==> src/hdl/sqlts_pkg.sv <==
`timescale 1ns / 1ps
// sqlts_pkg: shared types, character codes and a helper function for the
// sql terminator scanner; no dependencies
package sqlts_pkg;

   // scan state, including the pending one-byte lookahead cases
   typedef enum logic [2:0] {
      MODE_CODE       = 3'd0,
      MODE_CODE_DASH  = 3'd1,
      MODE_CODE_SLASH = 3'd2,
      MODE_STR        = 3'd3,
      MODE_STR_QUOTE  = 3'd4,
      MODE_LINE       = 3'd5,
      MODE_BLOCK      = 3'd6,
      MODE_BLOCK_STAR = 3'd7
   } scan_mode_type;

   typedef enum logic [1:0] {
      REGION_CODE   = 2'd0,
      REGION_STRING = 2'd1,
      REGION_LINE   = 2'd2,
      REGION_BLOCK  = 2'd3
   } region_type;

   localparam logic [7:0] CHAR_SEMI  = 8'h3B;
   localparam logic [7:0] CHAR_NL    = 8'h0A;
   localparam logic [7:0] CHAR_QUOTE = 8'h27;
   localparam logic [7:0] CHAR_DASH  = 8'h2D;
   localparam logic [7:0] CHAR_SLASH = 8'h2F;
   localparam logic [7:0] CHAR_STAR  = 8'h2A;

   // outcome of scanning one byte
   typedef struct packed {
      logic          term;
      scan_mode_type next_mode;
   } step_type;

   function automatic region_type region_of_mode(input scan_mode_type mode);
      region_type r;
      unique case (mode)
         MODE_CODE, MODE_CODE_DASH, MODE_CODE_SLASH: r = REGION_CODE;
         MODE_STR, MODE_STR_QUOTE:                   r = REGION_STRING;
         MODE_LINE:                                  r = REGION_LINE;
         MODE_BLOCK, MODE_BLOCK_STAR:                r = REGION_BLOCK;
      endcase
      return r;
   endfunction

endpackage

==> src/hdl/sqlts_channels.sv <==
`timescale 1ns / 1ps
// sqlts_req_if, sqlts_rsp_if: valid/ready channels carrying text bytes in
// and scan results out; payload widths are fixed, no package use
interface sqlts_req_if;
   logic       valid;
   logic       ready;
   logic [7:0] text_byte;
   logic       end_of_text;

   modport source (output valid, output text_byte, output end_of_text, input ready);
   modport sink   (input valid, input text_byte, input end_of_text, output ready);
endinterface

interface sqlts_rsp_if;
   logic       valid;
   logic       ready;
   logic       is_terminator;
   logic       terminator_seen;
   logic [1:0] region_after;
   logic       text_done;

   modport source (output valid, output is_terminator, output terminator_seen,
                   output region_after, output text_done, input ready);
   modport sink   (input valid, input is_terminator, input terminator_seen,
                   input region_after, input text_done, output ready);
endinterface

==> src/hdl/sqlts_step.sv <==
`timescale 1ns / 1ps
// sqlts_step: one-byte transition of the comment and string aware scanner
// depends on sqlts_pkg
module sqlts_step (
   input  sqlts_pkg::scan_mode_type mode,
   input  logic [7:0]               text_byte,
   output sqlts_pkg::step_type      step
);

   logic          is_quote, is_dash, is_slash, is_star, is_semi, is_nl;
   sqlts_pkg::step_type code_step;

   assign is_quote = (text_byte == sqlts_pkg::CHAR_QUOTE);
   assign is_dash  = (text_byte == sqlts_pkg::CHAR_DASH);
   assign is_slash = (text_byte == sqlts_pkg::CHAR_SLASH);
   assign is_star  = (text_byte == sqlts_pkg::CHAR_STAR);
   assign is_semi  = (text_byte == sqlts_pkg::CHAR_SEMI);
   assign is_nl    = (text_byte == sqlts_pkg::CHAR_NL);

   // byte scanned as plain code
   always_comb begin
      code_step.term = 1'b0;
      if (is_quote)
         code_step.next_mode = sqlts_pkg::MODE_STR;
      else if (is_dash)
         code_step.next_mode = sqlts_pkg::MODE_CODE_DASH;
      else if (is_slash)
         code_step.next_mode = sqlts_pkg::MODE_CODE_SLASH;
      else begin
         code_step.next_mode = sqlts_pkg::MODE_CODE;
         code_step.term      = is_semi;
      end
   end

   always_comb begin
      step.term      = 1'b0;
      step.next_mode = mode;
      unique case (mode)
         sqlts_pkg::MODE_CODE: begin
            step = code_step;
         end
         sqlts_pkg::MODE_CODE_DASH: begin
            if (is_dash) step.next_mode = sqlts_pkg::MODE_LINE;
            else step = code_step;
         end
         sqlts_pkg::MODE_CODE_SLASH: begin
            if (is_star) step.next_mode = sqlts_pkg::MODE_BLOCK;
            else step = code_step;
         end
         sqlts_pkg::MODE_STR: begin
            step.next_mode = is_quote ? sqlts_pkg::MODE_STR_QUOTE : sqlts_pkg::MODE_STR;
         end
         sqlts_pkg::MODE_STR_QUOTE: begin
            // doubled quote is an escape, anything else closes the string
            if (is_quote) step.next_mode = sqlts_pkg::MODE_STR;
            else step = code_step;
         end
         sqlts_pkg::MODE_LINE: begin
            step.next_mode = is_nl ? sqlts_pkg::MODE_CODE : sqlts_pkg::MODE_LINE;
         end
         sqlts_pkg::MODE_BLOCK: begin
            step.next_mode = is_star ? sqlts_pkg::MODE_BLOCK_STAR : sqlts_pkg::MODE_BLOCK;
         end
         sqlts_pkg::MODE_BLOCK_STAR: begin
            if (is_slash)     step.next_mode = sqlts_pkg::MODE_CODE;
            else if (is_star) step.next_mode = sqlts_pkg::MODE_BLOCK_STAR;
            else              step.next_mode = sqlts_pkg::MODE_BLOCK;
         end
      endcase
   end

endmodule

==> src/hdl/sql_terminator_scanner_core.sv <==
`timescale 1ns / 1ps
// sql_terminator_scanner_core: top level of the sql terminator scanner
// depends on sqlts_pkg, sqlts_req_if / sqlts_rsp_if and sqlts_step
//
// Scans SQL text one byte per beat and flags semicolons that sit in code,
// outside single-quoted strings, "--" line comments and slash-star block
// comments. Every request beat yields exactly one response beat, in order:
// is_terminator for this byte, terminator_seen (sticky over the text so far),
// the region after the byte and text_done, a copy of end_of_text. On the
// text_done beat terminator_seen is the answer for the whole text; after it
// the scanner is back in code with the sticky flag clear. Throughput is one
// byte per clock with back-to-back beats while rsp_ch.ready stays high; a
// byte passes an input register and a result register, and the 3-bit scan
// state and the sticky flag update between them. The result register lets a
// new byte enter while a finished result still waits on rsp_ch.ready. There
// is no configuration and no memory; reset is synchronous and active high.
module sql_terminator_scanner_core (
   input  logic        clock,
   input  logic        reset,
   sqlts_req_if.sink   req_ch,
   sqlts_rsp_if.source rsp_ch
);

   // input register
   logic       in_valid_ff, in_valid_in;
   logic [7:0] in_byte_ff;
   logic       in_eot_ff;

   // result register
   logic       out_valid_ff, out_valid_in;
   logic       out_term_ff, out_seen_ff, out_done_ff;
   logic [1:0] out_region_ff;

   // scan state
   sqlts_pkg::scan_mode_type mode_ff, mode_in;
   logic                     seen_ff, seen_in;

   sqlts_pkg::step_type step;
   logic                advance;
   logic                seen_now;

   // the held byte moves into the result register when that is free
   assign advance      = in_valid_ff && (!out_valid_ff || rsp_ch.ready);
   assign req_ch.ready = !in_valid_ff || advance;

   sqlts_step u_step (
      .mode      (mode_ff),
      .text_byte (in_byte_ff),
      .step      (step)
   );

   assign seen_now = seen_ff | step.term;

   always_comb begin
      in_valid_in = in_valid_ff;
      if (req_ch.ready) in_valid_in = req_ch.valid;

      out_valid_in = out_valid_ff;
      if (advance) out_valid_in = 1'b1;
      else if (rsp_ch.ready) out_valid_in = 1'b0;

      mode_in = mode_ff;
      seen_in = seen_ff;
      if (advance) begin
         // end of text drops any pending byte or open region
         mode_in = in_eot_ff ? sqlts_pkg::MODE_CODE : step.next_mode;
         seen_in = in_eot_ff ? 1'b0 : seen_now;
      end
   end

   // control state
   always_ff @(posedge clock) begin
      if (reset) begin
         in_valid_ff  <= 1'b0;
         out_valid_ff <= 1'b0;
         mode_ff      <= sqlts_pkg::MODE_CODE;
         seen_ff      <= 1'b0;
      end else begin
         in_valid_ff  <= in_valid_in;
         out_valid_ff <= out_valid_in;
         mode_ff      <= mode_in;
         seen_ff      <= seen_in;
      end
   end

   // payload registers
   always_ff @(posedge clock) begin
      if (req_ch.valid && req_ch.ready) begin
         in_byte_ff <= req_ch.text_byte;
         in_eot_ff  <= req_ch.end_of_text;
      end
      if (advance) begin
         out_term_ff   <= step.term;
         out_seen_ff   <= seen_now;
         out_region_ff <= 2'(sqlts_pkg::region_of_mode(step.next_mode));
         out_done_ff   <= in_eot_ff;
      end
   end

   assign rsp_ch.valid           = out_valid_ff;
   assign rsp_ch.is_terminator   = out_term_ff;
   assign rsp_ch.terminator_seen = out_seen_ff;
   assign rsp_ch.region_after    = out_region_ff;
   assign rsp_ch.text_done       = out_done_ff;

endmodule

==> src/flat_wrapper.sv <==
// flat-port wrapper written by rule: the top's interface ports become plain ports
module sql_terminator_scanner_core_flat 
  (clock, reset, req_ch_valid, req_ch_text_byte, req_ch_end_of_text, req_ch_ready, rsp_ch_valid, rsp_ch_is_terminator, rsp_ch_terminator_seen, rsp_ch_region_after, rsp_ch_text_done, rsp_ch_ready);
  sqlts_req_if req_ch_i ();
  sqlts_rsp_if rsp_ch_i ();
  input  logic clock;
  input  logic reset;
  input wire logic [$bits(req_ch_i.valid)-1:0] req_ch_valid;
  input wire logic [$bits(req_ch_i.text_byte)-1:0] req_ch_text_byte;
  input wire logic [$bits(req_ch_i.end_of_text)-1:0] req_ch_end_of_text;
  output wire logic [$bits(req_ch_i.ready)-1:0] req_ch_ready;
  output wire logic [$bits(rsp_ch_i.valid)-1:0] rsp_ch_valid;
  output wire logic [$bits(rsp_ch_i.is_terminator)-1:0] rsp_ch_is_terminator;
  output wire logic [$bits(rsp_ch_i.terminator_seen)-1:0] rsp_ch_terminator_seen;
  output wire logic [$bits(rsp_ch_i.region_after)-1:0] rsp_ch_region_after;
  output wire logic [$bits(rsp_ch_i.text_done)-1:0] rsp_ch_text_done;
  input wire logic [$bits(rsp_ch_i.ready)-1:0] rsp_ch_ready;
  assign req_ch_i.valid = req_ch_valid;
  assign req_ch_i.text_byte = req_ch_text_byte;
  assign req_ch_i.end_of_text = req_ch_end_of_text;
  assign req_ch_ready = req_ch_i.ready;
  assign rsp_ch_valid = rsp_ch_i.valid;
  assign rsp_ch_is_terminator = rsp_ch_i.is_terminator;
  assign rsp_ch_terminator_seen = rsp_ch_i.terminator_seen;
  assign rsp_ch_region_after = rsp_ch_i.region_after;
  assign rsp_ch_text_done = rsp_ch_i.text_done;
  assign rsp_ch_i.ready = rsp_ch_ready;
  sql_terminator_scanner_core u_core (.clock(clock), .reset(reset), .req_ch(req_ch_i), .rsp_ch(rsp_ch_i));
endmodule
==> config.mk <==
export PLATFORM = sky130hd
export DESIGN_NAME = sql_terminator_scanner_core_flat
export DESIGN_NICKNAME = d
export VERILOG_FILES = /design/src/hdl/sqlts_pkg.sv /design/src/hdl/sqlts_channels.sv /design/src/hdl/sqlts_step.sv /design/src/hdl/sql_terminator_scanner_core.sv /design/src/flat_wrapper.sv
export SDC_FILE = /design/constraint.sdc
export NUM_CORES = 1
export LEC_CHECK = 0
export BUFFER_PORTS_ARGS = -buffer_cell sky130_fd_sc_hd__buf_2
export CAP_MARGIN = 10
export CORE_ASPECT_RATIO = 1.1
export CORE_MARGIN = 2
export CORE_UTILIZATION = 47
export CTS_CLUSTER_DIAMETER = 100
export DETAILED_ROUTE_END_ITERATION = 8
export PLACE_DENSITY = 0.73
export SYNTH_ARGS = -nofsm -noshare
export SYNTH_HDL_FRONTEND = slang
export SYNTH_SLANG_ARGS = --single-unit
==> constraint.sdc <==
create_clock -name clock -period 1.74 [get_ports clock]
set_input_delay 0.087 -clock clock [delete_from_list [all_inputs] [get_ports clock]]
set_output_delay 0.087 -clock clock [all_outputs]
set_load 0.05 [all_outputs]
==> implementation parameters, run 1 <==
Parameter                              Value

Worst setup path
  Endpoint type of the worst setup path ... flip-flop
  Worst Path Max Fanout ... 4
  Buffering stage count on the worst path with inverters included ... 0
  Slowest cell on the critical path ... sky130_fd_sc_hd__edfxtp_1
  Crit path DAT ... ~1900 ps
  Dominant delay contributor by cell family on the critical path ... simple AND/OR/NAND/NOR gates
  Worst reg2reg setup slack ... -130 ps
  Largest stage delay on the critical path ... 440 ps
  Cell chain of the critical path ... nor3b_4 -> and4b_2 -> nand2_1 -> a222oi_1 -> nor2_1 -> mux2i_1
  Worst R2R End ... u_core.rsp_ch.region_after[0]
  Critical Path Source Type ... flip-flop
  Number of cells traversed by the worst register-to-register path ... 6
  Worst setup path category ... flip-flop to flip-flop
  Data required time of the critical path ... 1790 ps
  FF-to-FF Start ... u_core.in_byte_ff[6]

Synthesis
  Ranking of synthesized cells by area ... sky130_fd_sc_hd__edfxtp_1, sky130_fd_sc_hd__dfxtp_1, sky130_fd_sc_hd__nand2_1
  Post-synthesis net count ... 97
  Flip-flop and latch count after synthesis ... 20
  Number of different library cells in the post-synthesis netlist ... 32
  Cells after synthesis ... 84
  Summed instance area of the synthesized netlist ... 943 sq um
  Proportion of synthesized chip area in sequential cells ... 57.3%
  Post-Syn Area per Cell ... 11.2 sq um
  Yosys Warn Count ... 0
  Dominant cell type by area after synthesis ... sky130_fd_sc_hd__edfxtp_1
  Top cell type's share of synthesized area ... ~45%

Placement
  Weighted congestion reported at the end of routability-driven placement ... 0.947
  Number of placed instances with taps included ... 134
  Instance area after placement ... 1110 sq um
  IO Port Bufs ... 19
  Estimated wirelength of the detail-placed design ... 1.25 mm
  Placement Setup Slack ... -162 ps

Timing
  Total setup violations reported at the end of the flow ... 3
  Total negative slack ... -260 ps
  Achievable frequency ... about 540 MHz
  Unrepaired setup endpoints after global routing ... true
  Final setup skew ... 13.8 ps
  Headroom to the max-slew limit ... 69.7%
  Share of the clock period used by the worst path after layout ... 107%
  Post-route minimum period ... around 1900 ps
  Post-route worst setup slack ... -127 ps
  Worst-margin pin slew ... 451 ps
  Final Max Tran Viols ... 0
  Final hold vios ... 0
  Worst hold slack across all endpoints ... around 24 ps

Global route
  Maximum number of pins on one net before global-route repair ... 13
  Congestion Overflow GR ... 0
  Antenna violations before repair ... 0
  First-pass GRT wire length ... 3.16 mm
  Number of global-route vias before repair ... ~700
  Total GRT Usage ... 18.7%

Floorplan
  Count of standard-cell rows ... 17
  Horizontal die dimension ... 46.7 um
  Starting density of the core ... 48.2%
  Die area ... 2380 sq um
  Area inside the core boundary ... 1960 sq um
  Die Ht ... ~50 um
  I/O pin total ... 20

Clock tree
  Level count of the clock H-tree ... 1
  TritonCTS buffer count ... 3
  CTS tree ... done
  Clk slew on worst S/H paths ... around 120 ps
  Clock buffer depth ... 2
  Clock Sink Count ... 20
  Later-pin clock latency in the skew report ... 290 ps
  Root Driver ... sky130_fd_sc_hd__clkbuf_4

Route
  Routed WL per cell ... 13.2 um
  Via density ... 5.30
  Remaining routing DRC violations ... 0
  1st-iter DRT viols ... 26
  Total Routed Length ... between 1.5 and 2 mm
  Vias post-DR ... just under 800
  Detail Route Antenna Nets ... 0
  First-pass iteration count of the detailed router ... 4

Status
  Status ... complete, but fails checks
  Failing checks ... negative setup slack

Worst hold path
  Worst hold path stage count ... 3
  Hold Crit Class ... input port to flip-flop
  Hold_sp ... req_ch_valid
  Hold worst-path end ... u_core.in_valid_ff

Pwr
  Static Leakage ... about 0.50 nW
  IR Drop Worst-Case VDD ... around 0.54 mV
  Overall power of the completed layout ... 0.960 mW
  PwrDens ... 724 nW/um^2

Final layout
  Cell Count, Final, Fillers Out ... 149
  Number of fill cells ... approximately 150
  Layout overhead on the synthesized area ... 40.5%
  Cell area after layout ... 1330 sq um
  Final standard cell utilization of the core ... between 60% and 70%
  Antenna Diode Count ... 0
  Final-stage net count ... ~140
  Share of layout cells above drive strength 1 ... ~39%

Flow run
  Maximum Capacitance Violations ... 0
routing by layer:
layer  vias to the layer above  share of wire [%]  track usage (%)
li1                        394                  -                -
met1                       373                 43             25.6
met2                        21                 52             29.4
met3                         2                4.0             3.18
met4                         0               0.81             6.94
met5                         -                  0                0
how the worst max path moves through the flow:
| stage | start | to | slack, ps | cells past startpoint |
|---|---|---|---|---|
| 6_report | u_core.in_byte_ff[6] | u_core.rsp_ch.region_after[0] | -130 | 6 |
| 5_1_grt | u_core.in_byte_ff[6] | u_core.rsp_ch.region_after[0] | -270 | 6 |
| 4_1_cts | u_core.in_byte_ff[7] | u_core.rsp_ch.region_after[0] | -90 | 5 |
| 3_5_place_dp | u_core.in_byte_ff[6] | u_core.rsp_ch.region_after[0] | -160 | 5 |
| 3_3_place_gp | u_core.in_byte_ff[6] | u_core.rsp_ch.region_after[0] | -130 | 5 |
| 2_1_floorplan | u_core.rsp_ch.valid | u_core.in_byte_ff[0] | 0.7 | 3 |
cells in the mapped netlist:
| cell | n |
|---|---|
| sky130_fd_sc_hd__and2_1 | 1 |
| sky130_fd_sc_hd__buf_2 | 1 |
| sky130_fd_sc_hd__nor3b_4 | 1 |
| sky130_fd_sc_hd__inv_1 | 3 |
| sky130_fd_sc_hd__dfxtp_1 | 6 |
| sky130_fd_sc_hd__a222oi_1 | 1 |
| sky130_fd_sc_hd__or2_2 | 1 |
| sky130_fd_sc_hd__a311oi_2 | 1 |
| sky130_fd_sc_hd__o31ai_1 | 2 |
| sky130_fd_sc_hd__nand2b_1 | 1 |
| sky130_fd_sc_hd__o22ai_1 | 1 |
| sky130_fd_sc_hd__mux2i_1 | 2 |
| sky130_fd_sc_hd__o21ai_0 | 2 |
| sky130_fd_sc_hd__a31oi_1 | 1 |
| sky130_fd_sc_hd__nand4_1 | 1 |
| sky130_fd_sc_hd__and3b_4 | 1 |
| sky130_fd_sc_hd__or3_1 | 1 |
| sky130_fd_sc_hd__nand4b_1 | 1 |
| sky130_fd_sc_hd__and4b_2 | 1 |
| sky130_fd_sc_hd__nor2_1 | 10 |
| sky130_fd_sc_hd__a21oi_1 | 5 |
| sky130_fd_sc_hd__clkbuf_1 | 2 |
| sky130_fd_sc_hd__nand3_1 | 3 |
| sky130_fd_sc_hd__nand2_1 | 10 |
| sky130_fd_sc_hd__o41ai_2 | 1 |
| sky130_fd_sc_hd__edfxtp_1 | 14 |
| sky130_fd_sc_hd__o211ai_1 | 1 |
| sky130_fd_sc_hd__o311ai_2 | 1 |
| sky130_fd_sc_hd__clkbuf_2 | 1 |
| sky130_fd_sc_hd__a211oi_1 | 2 |
| sky130_fd_sc_hd__nor2b_1 | 2 |
| sky130_fd_sc_hd__o32ai_1 | 3 |
logic make-up (layout without fill, tap and decap cells):
family | Yosys count | in the layout | synth area share, %
compound gates | 21 | 21 | 17.9
buf+inv | 7 | 44 | 3.05
flops | 20 | 20 | 57.3
mux | 2 | 2 | 2.12
simple gates | 34 | 34 | 19.6
flip-flops by register name (all words and copies together), names as in the netlist:
register	cells
u_core.in_byte_ff	8
u_core.in_valid_ff	1
u_core.seen_ff	1
u_core.mode_ff	3
u_core.rsp_ch.valid	1
u_core.rsp_ch.text_done	1
u_core.rsp_ch.region_after	2
u_core.in_eot_ff	1
u_core.rsp_ch.terminator_seen	1
u_core.rsp_ch.is_terminator	1
report_power, final:
| group | switching, mW | leakage [nW] | internal, mW |
|---|---|---|---|
| logic | 0.0601 | 0.284 | 0.0479 |
| clock network | 0.135 | 0.0261 | 0.175 |
| registers | 0.0116 | 0.186 | 0.530 |
layout by cell type (no fill, tap or decap), drive strengths merged, types with 2 or more instances in the layout:
cell and n:
o21ai 2, nand3 3, o31ai 2, dlygate4sd3 9
clkbuf 4, a21oi 5, buf 28, a211oi 2
nand2 10, mux2i 2, dfxtp 6, nor2 10
o32ai 3, inv 3, nor2b 2, edfxtp 14
layout make-up:
type                            instances  area (sq um)  share of cell area [%]
Clock buffer                            4          47.5                    3.59
Inverter                                3          11.3                   0.850
Multi-Input combinational cell         57           432                    32.6
Sequential cell                        20           543                    41.0
Tap cell                               28          35.0                    2.64
Timing Repair Buffer                   37           256                    19.4
worst min-delay path, cell delays in order:
cell and delay (ps):
sky130_fd_sc_hd__buf_2 80, sky130_fd_sc_hd__a21oi_1 30, sky130_fd_sc_hd__nor2_1 80
repair_timing:
action / 4_1_cts / 5_1_grt
setup buffers: 2 / 0
pin swaps: 6 / 5
hold endpoints to repair: 9 / 0
hold buffers: 9 / 0
setup endpoints to repair: 3 / 6
gates resized for setup: 5 / 7
Power figures use the tool's default switching activity.
==> inputs of run 2 (changes only) <==
Settings changed: CELL_PAD_IN_SITES_DETAIL_PLACEMENT set to 0, CELL_PAD_IN_SITES_GLOBAL_PLACEMENT set to 1, CORE_UTILIZATION 47 to 36, PLACE_DENSITY 0.73 to unset, PLACE_DENSITY_LB_ADDON set to 0.1.
==> run 2 against run 1 <==
  * The flow still finishes with violations (negative setup slack)
  * Critical path type unchanged
  * Critical path depth unchanged
  * Sequential share of layout area decreased by 0.094 points
  * Fmax fell by 1.3%
  * Flip-flop and latch count stayed put
  * Global-route usage shrank 4.7 points
  * Hold slack lost 6.1 ps
  * First-iteration DRC count down 42%
  * Die area grew 28%
  * Non-clock buffer count up 4
  * Cell count rose by 4.7%
==> implementation parameters, run 2 (same netlist as run 1, synthesis figures left out) <==
Parameter                              Value

Timing
  Total setup violations reported at the end of the flow ... 4
  Post-route minimum period ... 1890 ps
  Share of the clock period used by the worst path after layout ... 109%
  Unrepaired setup endpoints after global routing ... true
  Worst hold slack across all endpoints ... 17.6 ps
  Headroom to the max-slew limit ... between 60% and 70%
  Achievable frequency ... 528 MHz
  Final Max Tran Viols ... 0
  Final hold vios ... 0
  Post-route worst setup slack ... -153 ps
  Total negative slack ... -337 ps
  Worst-margin pin slew ... 452 ps
  Final setup skew ... about 6.8 ps

Pwr
  Static Leakage ... 0.504 nW
  IR Drop Worst-Case VDD ... 0.467 mV
  Overall power of the completed layout ... 0.914 mW
  PwrDens ... about 700 nW/um^2

Worst setup path
  Worst Path Max Fanout ... 4
  Number of cells traversed by the worst register-to-register path ... 6
  Critical Path Source Type ... flip-flop
  Crit path DAT ... 1940 ps
  Number of cells on the critical path ... 6
  Data required time of the critical path ... 1780 ps
  Worst reg2reg setup slack ... -150 ps
  Buffering stage count on the worst path with inverters included ... 0
  Endpoint type of the worst setup path ... flip-flop
  Cell chain of the critical path ... nor3b_4 -> and4b_2 -> nand2_1 -> a222oi_1 -> nor2_1 -> mux2i_1
  Dominant delay contributor by cell family on the critical path ... simple AND/OR/NAND/NOR gates
  Largest stage delay on the critical path ... 440 ps
  Worst R2R End ... u_core.rsp_ch.region_after[0]
  FF-to-FF Start ... u_core.in_byte_ff[7]
  Worst setup path category ... flip-flop to flip-flop
  Slowest cell on the critical path ... sky130_fd_sc_hd__edfxtp_1

Clock tree
  Later-pin clock latency in the skew report ... roughly 300 ps
  Level count of the clock H-tree ... 1
  Clock Sink Count ... 20
  Root Driver ... sky130_fd_sc_hd__clkbuf_4
  Clk slew on worst S/H paths ... 110 ps
  CTS tree ... done
  TritonCTS buffer count ... 3
  Clock buffer depth ... 2

Status
  Failing checks ... negative setup slack
  Status ... complete, but fails checks

Final layout
  Final-stage net count ... 139
  Most flop-heavy register ... u_core.in_byte_ff
  Share of layout cells above drive strength 1 ... around 37%
  Flip-flop count of the largest register, all copies and words added ... 8
  Final standard cell utilization of the core ... 53.1%
  Layout overhead on the synthesized area ... 40.5%
  Highest-count cells in the layout ignoring fill and taps ... sky130_fd_sc_hd__buf_2, sky130_fd_sc_hd__edfxtp_1, sky130_fd_sc_hd__buf_4
  Cell Count, Final, Fillers Out ... between 150 and 200
  Cell area after layout ... 1330 sq um
  Leading cell type in the layout, fill and taps excluded ... sky130_fd_sc_hd__buf_2
  Antenna Diode Count ... 0

Route
  First-pass iteration count of the detailed router ... 4
  Remaining routing DRC violations ... 0
  Via density ... 5.07
  1st-iter DRT viols ... 15
  Detail Route Antenna Nets ... 0
  Vias post-DR ... slightly below 800
  Routed WL per cell ... around 13 um
  Total Routed Length ... 1.96 mm

Floorplan
  Starting density of the core ... 37.8%
  Count of standard-cell rows ... 19
  Horizontal die dimension ... 52.8 um
  Die area ... 3050 sq um
  Area inside the core boundary ... 2500 sq um
  I/O pin total ... 20
  Die Ht ... 57.7 um

Worst hold path
  Hold Crit Class ... input port to flip-flop
  Hold worst-path end ... u_core.in_valid_ff
  Worst hold path stage count ... 3
  Hold_sp ... req_ch_valid

Flow run
  Maximum Capacitance Violations ... 0

Placement
  Number of placed instances with taps included ... roughly 140
  Estimated wirelength of the detail-placed design ... 1.41 mm
  Weighted congestion reported at the end of routability-driven placement ... 0.851
  Instance area after placement ... 1140 sq um
  IO Port Bufs ... 19
  Placement Setup Slack ... -120 ps

Global route
  Congestion Overflow GR ... 0
  Number of global-route vias before repair ... 740
  Antenna violations before repair ... 0
  First-pass GRT wire length ... 3.10 mm
  Maximum number of pins on one net before global-route repair ... 12
  Total GRT Usage ... between 10% and 20%
==> run 2: final cells by class <==
cell class,instances,area [sq um]
fillers,236,1170
clock buffers,4,36.3
multi-input cells,57,414
well taps,31,38.8
flip-flops and latches,20,542
inverters,3,11.3
repair buffers,41,283
==> run 2: report_power, final <==
group          leakage (nW)  internal, mW  switching, mW
registers             0.185         0.530         0.0119
clock network        0.0210         0.127          0.137
logic                 0.298        0.0493         0.0575
total                 0.504         0.707          0.207
==> run 2: per-layer routing <==
metal / wire [um] / GRT usage, % / vias to the layer above
li1: - / - / 404
met1: 798 / 16.8 / 344
met2: 1030 / 23.8 / 41
met3: 111 / 2.32 / 2
met4: 16 / 7.33 / 0
met5: 0 / 0 / -
==> run 2: timing repair <==
action                                  CTS  global route
hold endpoints to repair                  9             0
setup buffers                             0             2
endpoints found under the setup margin    5             5
gates resized for setup                   4             2
hold buffers                              9             0
pin swaps                                 4             1
==> run 2: worst max path at each step <==
| stage | start | end | slack, ps |
|---|---|---|---|
| 2_1_floorplan | u_core.rsp_ch.valid | u_core.in_byte_ff[0] | 0.7 |
| 3_3_place_gp | u_core.in_byte_ff[6] | u_core.rsp_ch.region_after[0] | -100 |
| 3_5_place_dp | u_core.in_byte_ff[6] | u_core.rsp_ch.region_after[0] | -120 |
| 4_1_cts | u_core.in_byte_ff[7] | u_core.rsp_ch.region_after[0] | -120 |
| 5_1_grt | u_core.in_byte_ff[7] | u_core.rsp_ch.region_after[0] | -270 |
| 6_report | u_core.in_byte_ff[7] | u_core.rsp_ch.region_after[0] | -150 |
==> run 2: worst register-to-register path: stages, from the launching register on <==
cell and delay, ps:
sky130_fd_sc_hd__edfxtp_1 440, sky130_fd_sc_hd__nor3b_4 280, sky130_fd_sc_hd__and4b_2 300, sky130_fd_sc_hd__nand2_1 70, sky130_fd_sc_hd__a222oi_1 280, sky130_fd_sc_hd__nor2_1 130
sky130_fd_sc_hd__mux2i_1 130
==> inputs of run 3 (changes only) <==
Settings changed: CTS_CLUSTER_SIZE set to 16, PLACE_DENSITY set to 0.73, PLACE_DENSITY_LB_ADDON 0.1 to unset.
==> run 3 against run 2 <==
  * The flow still finishes with violations (negative setup slack)
  * Routed wire length up 1.7%
  * Setup slack worse by 41 ps
  * Utilization up 1.4 points
  * Critical path depth unchanged
  * Cell area up 2.5%
  * Cell count up 1.9%
  * Combinational power up 4%
  * Highest routed layer unchanged
==> implementation parameters, run 3 (same netlist as run 1, synthesis figures left out) <==
Parameter                              Value

Status
  Status ... complete, but fails checks
  Failing checks ... negative setup slack

Final layout
  Most flop-heavy register ... u_core.in_byte_ff
  Number of fill cells ... ~220
  Final-stage net count ... about 140
  Layout overhead on the synthesized area ... 44.0%
  Share of layout cells above drive strength 1 ... approximately 41%
  Antenna Diode Count ... 0
  Flip-flop count of the largest register, all copies and words added ... 8
  Leading cell type in the layout, fill and taps excluded ... sky130_fd_sc_hd__buf_2
  Highest-count cells in the layout ignoring fill and taps ... sky130_fd_sc_hd__buf_2, sky130_fd_sc_hd__buf_4, sky130_fd_sc_hd__edfxtp_1

Pwr
  Cell Int Power ... 0.669 mW
  Combinational group share of total power ... 12.8%
  Net switching power of the design ... 0.192 mW
  Proportion of power drawn by the clock network ... around a quarter
  IR Drop Worst-Case VDD ... between 0.4 and 0.5 mV
  Overall power of the completed layout ... 0.861 mW
  Sequential cell fraction of total power ... 62.9%
  PwrDens ... between 600 and 700 nW/um^2
  Switching fraction of total power ... 22.3%
  Static Leakage ... a little over 0.5 nW

Placement
  Estimated wirelength of the detail-placed design ... between 1 and 1.5 mm
  IO Port Bufs ... 19
  Weighted congestion reported at the end of routability-driven placement ... 0.950

Timing
  Post-route minimum period ... 1930 ps
  Final Max Tran Viols ... 0
  Worst hold slack across all endpoints ... 21.0 ps
  Achievable frequency ... 517 MHz
  Post-route worst setup slack ... -194 ps
  Worst-margin pin slew ... 445 ps
  Headroom to the max-slew limit ... 70.1%
  Total setup violations reported at the end of the flow ... 4
  Final setup skew ... 1.01 ps
  Unrepaired setup endpoints after global routing ... true
  Final hold vios ... 0
  Share of the clock period used by the worst path after layout ... 111%

Floorplan
  Starting density of the core ... 37.8%
  Die Ht ... 57.7 um
  I/O pin total ... 20
  Area inside the core boundary ... 2500 sq um
  Count of standard-cell rows ... 19
  Horizontal die dimension ... 52.8 um
  Die area ... 3050 sq um

Worst setup path
  Critical Path Source Type ... flip-flop
  Buffering stage count on the worst path with inverters included ... 0
  Largest stage delay on the critical path ... 440 ps
  Slowest cell on the critical path ... sky130_fd_sc_hd__edfxtp_1
  Worst Path Max Fanout ... 4
  Worst reg2reg setup slack ... -190 ps
  Crit path DAT ... 1970 ps
  Number of cells traversed by the worst register-to-register path ... 6
  Data required time of the critical path ... 1770 ps
  Worst R2R End ... u_core.rsp_ch.region_after[0]
  FF-to-FF Start ... u_core.in_byte_ff[7]
  Dominant delay contributor by cell family on the critical path ... simple AND/OR/NAND/NOR gates
  Cell chain of the critical path ... nor3b_4 -> and4b_2 -> nand2_1 -> a222oi_1 -> nor2_2 -> mux2i_1
  Worst setup path category ... flip-flop to flip-flop
  Endpoint type of the worst setup path ... flip-flop

Flow run
  Maximum Capacitance Violations ... 0

Route
  Routed WL per cell ... approximately 13 um
  Vias post-DR ... roughly 800
  Detail Route Antenna Nets ... 0
  Via density ... 5.08
  1st-iter DRT viols ... 24
  First-pass iteration count of the detailed router ... 4
  Total Routed Length ... 1.99 mm
  Remaining routing DRC violations ... 0

Clock tree
  Later-pin clock latency in the skew report ... 280 ps
  Clk slew on worst S/H paths ... 100 ps
  Root Driver ... sky130_fd_sc_hd__clkbuf_4
  CTS tree ... done
  TritonCTS buffer count ... 3
  Level count of the clock H-tree ... 1
  Clock buffer depth ... 2
  Clock Sink Count ... 20

Worst hold path
  Hold Crit Class ... input port to flip-flop
  Worst hold path stage count ... 3
  Hold_sp ... req_ch_valid
  Hold worst-path end ... u_core.in_valid_ff

Global route
  Number of global-route vias before repair ... 762
  Maximum number of pins on one net before global-route repair ... 12
  Congestion Overflow GR ... 0
  Antenna violations before repair ... 0
  Total GRT Usage ... 14.2%
  First-pass GRT wire length ... 3.22 mm
-- run 3: worst min-delay path, cell delays in order --
cell and delay (ps):
sky130_fd_sc_hd__buf_2 90, sky130_fd_sc_hd__a21oi_1 30, sky130_fd_sc_hd__nor2_1 70
-- run 3: power by group through the flow --
| stage | registers [mW] | clock network [mW] | logic [mW] |
|---|---|---|---|
| floorplan | 0.572 | 0 | 0.0320 |
| global placement | 0.551 | 0 | 0.0874 |
| detailed placement | 0.552 | 0 | 0.0885 |
| CTS | 0.541 | 0.222 | 0.105 |
| global route | 0.544 | 0.243 | 0.120 |
| finish | 0.542 | 0.209 | 0.111 |
-- run 3: stage by stage --
step / util, % / worst slack [ps] / std cells / TNS, ps / instance area (sq um)
after floorplan: - / 0.745 / 84 / 0 / 945
after global placement: 46.4 / -123 / 143 / -287 / 1160
after detailed placement: 46.4 / -126 / 143 / -308 / 1160
after CTS: 53.0 / -109 / 158 / -214 / 1320
after global routing: 54.4 / -225 / 159 / -704 / 1360
final: 54.4 / -194 / 159 / -370 / 1360
-- run 3: cell type report --
type	count	area, sq um	share of cell area [%]
clock buffer	4	26.3	1.93
tap	31	38.8	2.85
sequential	20	542	39.9
inverter	3	11.3	0.829
timing repair buffer	44	309	22.7
multi-input combinational	57	432	31.8
-- run 3: worst max-delay path by stage --
stage                    startpoint                       endpoint  slack, ps  cells past startpoint
2_1_floorplan   u_core.rsp_ch.valid           u_core.in_byte_ff[0]        0.7                      3
3_3_place_gp   u_core.in_byte_ff[6]  u_core.rsp_ch.region_after[0]       -120                      5
3_5_place_dp   u_core.in_byte_ff[6]  u_core.rsp_ch.region_after[0]       -130                      5
4_1_cts        u_core.in_byte_ff[6]  u_core.rsp_ch.region_after[0]       -110                      6
5_1_grt        u_core.in_byte_ff[7]  u_core.rsp_ch.region_after[0]       -220                      6
6_report       u_core.in_byte_ff[7]  u_core.rsp_ch.region_after[0]       -190                      6
-- run 3: per-layer routing --
layer / global-route usage (%) / part of all wire [%] / vias to the layer above
met1: 16.2 / 40 / 377
met2: 24.8 / 54 / 19
met4: 6.96 / 2.0 / 0
li1: - / - / 407
met3: 3.09 / 3.1 / 4
met5: 0 / 0 / -
-- run 3: repair_timing --
item	in CTS	in global routing
hold buffers	9	0
resized for setup	6	6
setup buffers	3	1
hold endpoints to repair	9	0
pin swaps	4	3
endpoints found under the setup margin	4	6
